**config.mk**
```make
export PLATFORM = sky130hd
export DESIGN_NAME = ilie_pick
export DESIGN_NICKNAME = d
export VERILOG_FILES = /design/src/rtl/ilie_pkg.sv /design/src/rtl/ilie_pick.sv
export SDC_FILE = /design/constraint.sdc
export NUM_CORES = 1
export LEC_CHECK = 0
export ABC_AREA = 1
export BUFFER_PORTS_ARGS = -buffer_cell sky130_fd_sc_hd__clkbuf_2
export CORE_UTILIZATION = 29
export DETAILED_ROUTE_END_ITERATION = 10
export PLACE_DENSITY = 0.6
export SYNTH_ARGS = -nofsm -noshare
export SYNTH_HDL_FRONTEND = slang
export SYNTH_SLANG_ARGS = --single-unit
```
**constraint.sdc**
```tcl
create_clock -name vclk -period 8.6
set_input_delay 0.86 -clock vclk [all_inputs]
set_output_delay 0.86 -clock vclk [all_outputs]
set_load 0.05 [all_outputs]
```
**src/rtl/ilie_pkg.sv**
```systemverilog
// Shared types and constants for the indexed list block.
package ilie_pkg;

    localparam int DEF_DEPTH       = 64;
    localparam int DEF_VALUE_WIDTH = 32;
    localparam int IN_VALUE_W      = 32;
    localparam int OFFSET_W        = 8;
    localparam int FUNC_W          = 3;
    // wide enough for a cell position at the largest supported depth (1024)
    localparam int POS_W           = 10;

    typedef enum logic [FUNC_W-1:0] {
        FN_INSERT  = 3'd0,
        FN_ERASE   = 3'd1,
        FN_REVERSE = 3'd2,
        FN_FIND    = 3'd3,
        FN_CLEAR   = 3'd4
    } t_func;

    typedef enum logic [1:0] {
        CELL_HOLD,
        CELL_INSERT,
        CELL_ERASE
    } t_cell_op;

    typedef struct packed {
        t_cell_op         op;
        logic [POS_W-1:0] pos;
    } t_cell_cmd;

    typedef enum logic [1:0] {
        ST_IDLE,
        ST_EXEC,
        ST_FIND,
        ST_DONE
    } t_state;

endpackage

```
**src/rtl/ilie_pick.sv**
```systemverilog
// Priority pick over the registered match vector: lowest or highest set bit.
module ilie_pick
    import ilie_pkg::*;
#(
    parameter int DEPTH = DEF_DEPTH,
    parameter int AW    = $clog2(DEPTH)
) (
    input  logic [DEPTH-1:0] i_bits,
    input  logic             i_high,
    output logic             o_any,
    output logic [AW-1:0]    o_idx
);

    always_comb begin
        o_idx = '0;
        o_any = |i_bits;
        for (int i = 0; i < DEPTH; i++) begin
            if (i_high) begin
                if (i_bits[i]) o_idx = AW'(i);
            end else begin
                if (i_bits[DEPTH-1-i]) o_idx = AW'(DEPTH-1-i);
            end
        end
    end

endmodule
```
==> impl_results.md <==
* Static Leak at between 2 and 2.5 nW
* Maximum VDD drop at 0.0338 mV
* Placement Setup Slack at 2170 ps
* First-pass GRT wire length at around 17000 µm
* Detailed placement HPWL at just over 8000 µm
* Arr. time, crit path at around 5600 ps
* Setup TNS at 0 ps
* # rows at 36
* Critical path's slowest cell: inv_1
* Crit. End Element: primary output
* Final wirelength at 10000 µm
* Placed inst area at 3340 µm²
* Post-CTS Resized at 0
* GRT Max-Usage Layer: met2
* Vias in the first global route at 3831
* WL/cell at around 12 µm
* Most used cell along the critical path: nand2_1
* Number of clock buffers in the layout at 0
* Pin count of the biggest net entering global routing at 112
* GR Util met2 at 32.2%
* Num sequential at 0
* Max Slew Vio Count at 0
* Synth Instances at 653
* Setup violations, final at 0
* Critical Path Max Stage Delay at 750 ps
* Synth top area cells: nand2_1, nor2_1, inv_1
* Post-synth cell types at 37
* Critical path fanouts, max at 36
* TritonRoute pass-1 iters at 6
* Mapped Area at 2920 µm²
* Max Fclk at 155 MHz
* Met3 usage at less than 1%
* I/O Buffers at 72
* Relative slew slack at between 30% and 40%
* Synth Area in Compound Gates at 25.8%
* Nets@finish at 774
* GR Overflow Total at 0
* Post-route setup slack at 2160 ps
* Worst path required time at 7740 ps
* Ant. Diodes at 0
* Final core utilization at roughly a third
* Area grow syn2layout at 14.4%
* GR Util All Layers at 19.3%
* Synthesized area per cell at about 4.5 µm²
* Routability cong. at 0.949
* Die Y at slightly above 100 µm
* I/O pins at 72
* Startpoint type of the worst setup path: input pin
* Yosys top cell area share at roughly 28%
* Setup Crit Path Kind: input pin to primary output
* Hold/Removal Path Class: input pin to primary output
* Finished Cell Area at 3340 µm²
* Outcome: completed
* Syn. warnings at 0
* Most common cell in the netlist: nand2_1
* Sequential cell area at 0 µm²
* Drt drc at 0
* Vias at ~4300
* Worst-margin pin slew at 1030 ps
* Routing usage on met1 at between 20 and 30%
* Leading area contributor after synthesis: nand2_1
* Power per cell area at 57.2 nW/µm²
* Adder-Cell Fraction of Synth Area at 0%
* Post-synthesis mux area share at 0%
* Setup Fix Bufs, Post-CTS at 0
* Starting Density at 29.8%
* Synth Area in XOR/XNOR at 0%
* Initial antenna violation count at 0
* Layout fillers at between 1000 and 1500
* Routed vias/inst at 5.07
* Width of the die at 102 µm
* Hold slack final at 2240 ps
* Share of layout cells above drive strength 1 at 11.7%
* Core Footprint at around 9800 µm²
* Die area at 10500 µm²
* Post-layout minimum cycle time at 6440 ps
* Post-route clock period utilization at between 70% and 80%
* Synth Area in Simple Gates at 55.9%
* Seq/Total Area, Yosys at 0%
* Hold_buf cts at 0
* Main combinational cell family by area after synthesis: simple AND/OR/NAND/NOR gates
* Final hold viol count at 0
* RSZ-0062 raised after global routing: false
* Starting DRC count in detailed routing at 302
* Most frequent cells after synthesis: nand2_1, nor2_1, inv_1
* Syn_nets at 718
* ANT nets after route at 0
* MaxCap Viol Count at 0
==> kinds of logic (layout without fill, tap and decap cells) <==
group	after synthesis	in the layout
AOI/OAI and AO/OA	123	123
buffers and inverters	129	183
and+or+nand+nor	401	401
==> through the flow <==
step	power, mW	cells
6_report	0.191	840
3_3_place_gp	0.189	840
3_5_place_dp	0.187	840
2_1_floorplan	0.134	653
4_1_cts	0.188	840
5_1_grt	0.216	840
==> where the power goes <==
group | internal [mW] | switching [mW] | leakage (nW)
clock network | 0 | 0 | 0
registers | 0 | 0 | 0
logic | 0.0642 | 0.127 | 2.03
==> routing by layer <==
layer / up-vias / part of all wire, %
met4: 0 / 0.94
li1: 2217 / -
met2: 181 / 44
met1: 1847 / 48
met5: - / 0
met3: 12 / 6.8
==> placed cells by master, fill, tap and decap left out, types with 3 or more instances in the layout <==
cell and instances:
clkbuf_2 71, a21oi_1 45, o31ai_1 3, buf_4 3, nand2_1 220, inv_1 109
nor2_1 112, nand3_1 22, nor3_1 19, a31oi_1 6, or2_2 4, nand4_1 9
a21boi_0 3, o211ai_1 7, a211o_1 3, a311oi_1 3, o21ai_0 29, o21ai_1 5
nor4_1 11, o21a_1 6
==> final timing paths <==
path | to | cells past startpoint | slack [ps] | startpoint
setup / recovery | o_idx[0] | 65 | 2160 | i_high
hold / removal | o_idx[1] | 5 | 2240 | i_bits[0]
==> cell type report <==
class,count,area [µm²],area share (%)
Tap cell,133,166,4.99
Multi-Input combinational cell,524,2380,71.4
Inverter,109,409,12.3
Timing Repair Buffer,74,378,11.3
==> critical path, delay by kind of cell <==
| family | cells | cell delay (ps) |
|---|---|---|
| and+or+nand+nor | 61 | 3370 |
| buffers and inverters | 3 | 1210 |
| AOI/OAI and AO/OA | 1 | 110 |
No activity file was read; power rests on OpenSTA's default activity.
