## config.mk

```make
export PLATFORM = sky130hd
export DESIGN_NAME = ilie_cell
export DESIGN_NICKNAME = d
export VERILOG_FILES = /design/src/rtl/ilie_pkg.sv /design/src/rtl/ilie_cell.sv
export SDC_FILE = /design/constraint.sdc
export NUM_CORES = 1
export LEC_CHECK = 0
export BUFFER_PORTS_ARGS = -buffer_cell sky130_fd_sc_hd__buf_2
export CORE_MARGIN = 5
export CORE_UTILIZATION = 40
export CTS_BUF_LIST = sky130_fd_sc_hd__clkbuf_4
export CTS_CLUSTER_DIAMETER = 200
export CTS_CLUSTER_SIZE = 24
export DETAILED_ROUTE_END_ITERATION = 8
export GPL_TIMING_DRIVEN = 0
export PLACE_DENSITY_LB_ADDON = 0.2
export SYNTH_ARGS = -nofsm -noshare
export SYNTH_HDL_FRONTEND = slang
export SYNTH_SLANG_ARGS = --single-unit
```

## constraint.sdc

```tcl
create_clock -name i_clk -period 3.67 [get_ports i_clk]
set_input_delay 0.367 -clock i_clk [delete_from_list [all_inputs] [get_ports i_clk]]
set_output_delay 0.367 -clock i_clk [all_outputs]
set_load 0.1 [all_outputs]
```

## src/rtl/ilie_pkg.sv

```systemverilog
// Shared types and constants for the indexed list block.
package ilie_pkg;

    localparam int DEF_DEPTH       = 64;
    localparam int DEF_VALUE_WIDTH = 32;
    localparam int IN_VALUE_W      = 32;
    localparam int OFFSET_W        = 8;
    localparam int FUNC_W          = 3;
    // wide enough for a cell position at the largest supported depth (1024)
    localparam int POS_W           = 10;

    typedef enum logic [FUNC_W-1:0] {
        FN_INSERT  = 3'd0,
        FN_ERASE   = 3'd1,
        FN_REVERSE = 3'd2,
        FN_FIND    = 3'd3,
        FN_CLEAR   = 3'd4
    } t_func;

    typedef enum logic [1:0] {
        CELL_HOLD,
        CELL_INSERT,
        CELL_ERASE
    } t_cell_op;

    typedef struct packed {
        t_cell_op         op;
        logic [POS_W-1:0] pos;
    } t_cell_cmd;

    typedef enum logic [1:0] {
        ST_IDLE,
        ST_EXEC,
        ST_FIND,
        ST_DONE
    } t_state;

endpackage

```

## src/rtl/ilie_cell.sv

```systemverilog
// One storage cell of the list chain: holds one entry, shifts with its neighbors.
module ilie_cell
    import ilie_pkg::*;
#(
    parameter int VALUE_WIDTH = DEF_VALUE_WIDTH,
    parameter int IDX         = 0
) (
    input  logic                   i_clk,
    input  t_cell_cmd              i_cmd,
    input  logic [VALUE_WIDTH-1:0] i_left,
    input  logic [VALUE_WIDTH-1:0] i_right,
    input  logic [VALUE_WIDTH-1:0] i_value,
    output logic [VALUE_WIDTH-1:0] o_entry,
    output logic                   o_match
);

    localparam logic [POS_W-1:0] MyPos = POS_W'(IDX);

    logic [VALUE_WIDTH-1:0] r_entry;
    logic [VALUE_WIDTH-1:0] n_entry;

    always_comb begin
        n_entry = r_entry;
        case (i_cmd.op)
            CELL_INSERT: begin
                if (MyPos > i_cmd.pos) begin
                    n_entry = i_left;
                end else if (MyPos == i_cmd.pos) begin
                    n_entry = i_value;
                end
            end
            CELL_ERASE: begin
                if (MyPos >= i_cmd.pos) begin
                    n_entry = i_right;
                end
            end
            default: n_entry = r_entry;
        endcase
    end

    always_ff @(posedge i_clk) begin
        r_entry <= n_entry;
    end

    assign o_entry = r_entry;
    assign o_match = (r_entry == i_value);

endmodule

```

==> results.sh <==
export IMPL_setup_viol=0
export IMPL_h_tree_depth=2
export IMPL_crit_path_top_delay_cell="edfxtp_1"
export IMPL_initialDrtViolationCount=62
export IMPL_regArea_um2=961
export IMPL_drive_gt1_share_pct=64.6
export IMPL_firstDrtPassIters=2
export IMPL_grt_pass1_vias=1428
export IMPL_clock_root_buffer="clkbuf_4"
export IMPL_grt_max_degree=33
export IMPL_p_leak_nw=1.08
export IMPL_ys_seq_elements=32
export IMPL_syn2layout_area_growth_pct=38.1
export IMPL_drc=0
export IMPL_final_cells=289
export IMPL_path_class="register to output pin"
export IMPL_wl_um=4200
export IMPL_ys_async_sr_fraction_pct=0
export IMPL_synthCells=121
export IMPL_required_ns=3.30
export IMPL_synthFlopType="edfxtp_1"
export IMPL_p_per_area_nw_per_um2=487
export IMPL_ioPinCount=142
export IMPL_io_buffers=109
export IMPL_combinationalPowerShare_pct=43.1
export IMPL_fin_nets=348
export IMPL_p_int_uw=647
export IMPL_synth_seq_area_share_pct=54.7
export IMPL_grt_ovfl_total=0
export IMPL_dieArea_um2=5810
export IMPL_syn_nets=232
export IMPL_cp_start_kind="register"
export IMPL_syn_cell_area_um2=1760
export IMPL_fin_crit_ns=2.37
export IMPL_switching_share_pct=45.2
export IMPL_ant_nets=0
export IMPL_placedCellCount=282
export IMPL_maxSlewViolCount=0
export IMPL_numClockSinks=32
export IMPL_finish_utilization_pct=56.4
export IMPL_path_clk_slew_ns=0.10
export IMPL_rsz0062_at_grt="false"
export IMPL_viasPerCell=4.70
export IMPL_synth_top_area_share_pct=54.7
export IMPL_worst_slew_pin_slew_ns=0.889
export IMPL_start_util_pct=40.9
export IMPL_cts_tree="done"
export IMPL_finalPower_mw=1.18
export IMPL_vias=1358
export IMPL_ys_types=11
export IMPL_hpwl_um=3390
export IMPL_status="finished clean"
export IMPL_period_share_pct=64.5
export IMPL_die_height_um=76.2
export IMPL_synth_common_cells="32 x edfxtp_1, 32 x mux2_2, 32 x xor2_1"
export IMPL_slowest_delay_ns=0.43
export IMPL_n_antenna_cell=0
export IMPL_cts_hold_buffers=0
export IMPL_synth_edf_count=32
export IMPL_seqPwrFrac_pct=41.0
export IMPL_hold_slack_ns=0.339
export IMPL_slew_headroom_pct=40.6
export IMPL_std_cell_rows=24
export IMPL_finalSetupTns_ns=0
export IMPL_syn_area_per_cell_um2=14.5
export IMPL_ctsResizeCount=0
export IMPL_yosys_area_top_type="edfxtp_1"
export IMPL_largest_register_ffs=32
export IMPL_cp_max_fo=2
export IMPL_arrival_ns=2.00
export IMPL_p_sw_uw=534
export IMPL_cts_max_path_buffers=2
export IMPL_fillers=391
export IMPL_peakVddDrop_mv=0.288
export IMPL_gp_congestion=0.708
export IMPL_cap_viol_max_count=0
export IMPL_clockPowerShare_pct=15.9
export IMPL_core_um2=4290
export IMPL_cts_setup_buffers=0
export IMPL_endpoint_kind="output pin"
export IMPL_max_freq_mhz=422
export IMPL_grt_pass1_wl_um=6600
export IMPL_cp_cell_sequence="xor2_1 > nor4_1 > nand4_1 > nor2_1 > buf_2"
export IMPL_synth_area_leaders="edfxtp_1 55%, mux2_2 21%, xor2_1 16%"
export IMPL_multi_input_area_um2=769
export IMPL_routedWlPerCell_um=14.5
export IMPL_cts_made_buffers=5
export IMPL_grt_antenna_before_repair=0
export IMPL_yosys_warnings=0
export IMPL_min_path_type="primary input to register"
export IMPL_die_w_um=76.2
export IMPL_hold_viol_final=0
export IMPL_grt_usage_pct=14.2
## metal layers
metal	vias up	global-route usage (%)	share of wire [%]
li1	686	-	-
met1	611	16.1	42
met2	56	23.7	49
met3	5	5.79	8.7
met4	0	5.24	1.0
met5	-	0	0
## power by group through the flow
stage / Clock [mW] / Combinational, mW / Sequential (mW)
floorplan: 0 / 0.0869 / 0.809
global placement: 0 / 0.509 / 0.493
detailed placement: 0 / 0.512 / 0.493
CTS: 0.200 / 0.513 / 0.485
global route: 0.220 / 0.531 / 0.490
finish: 0.188 / 0.509 / 0.484
## cell type report
type,count,share of cell area (%)
multi-input cells,83,31.8
clock inverters,1,0.207
clock buffers,6,1.86
repair buffers,109,22.5
well taps,52,2.68
inverters,2,0.310
plain buffers,4,1.03
flip-flops and latches,32,39.6
## layout by cell type, fill, tap and decap left out
cell type / count
nor4_1: 10
edfxtp_1: 32
inv_1: 2
mux2_2: 32
xor2_1: 32
buf_4: 2
a31oi_1: 1
clkbuf_4: 6
ha_1: 2
nor2_1: 3
nor2_4: 1
nand4_1: 2
clkinv_2: 1
buf_2: 111
## final timing paths
| check | from | end | cells past startpoint |
|---|---|---|---|
| worst min-delay path | i_right[7] | o_entry[7] | 2 |
| worst max-delay path | o_entry[8] | o_match | 5 |
## critical path, delay by kind of cell (launching register included)
family,cells,cell delay (ns)
simple gates,3,0.66
flops,1,0.43
buf+inv,1,0.43
xor+xnor,1,0.16
## cells by family (layout without fill, tap and decap cells)
family	after synthesis	after routing	synth area share, %
AO/OA/AOI/OAI	1	1	0.357
XOR/XNOR	32	32	16.0
adder cells (fa/ha/maj)	2	2	1.43
buffers and inverters	6	122	1.85
flip-flops	32	32	54.7
multiplexers	32	32	20.5
AND/OR/NAND/NOR	16	16	5.13
## through the flow
stage	setup slack (ns)	cell area, µm²
floorplan	0.554	1760
global placement	0.00292	2370
detailed placement	1.30	2370
CTS	1.23	2420
global route	1.16	2420
finish	1.30	2420
No activity file was read; power rests on OpenSTA's default activity.
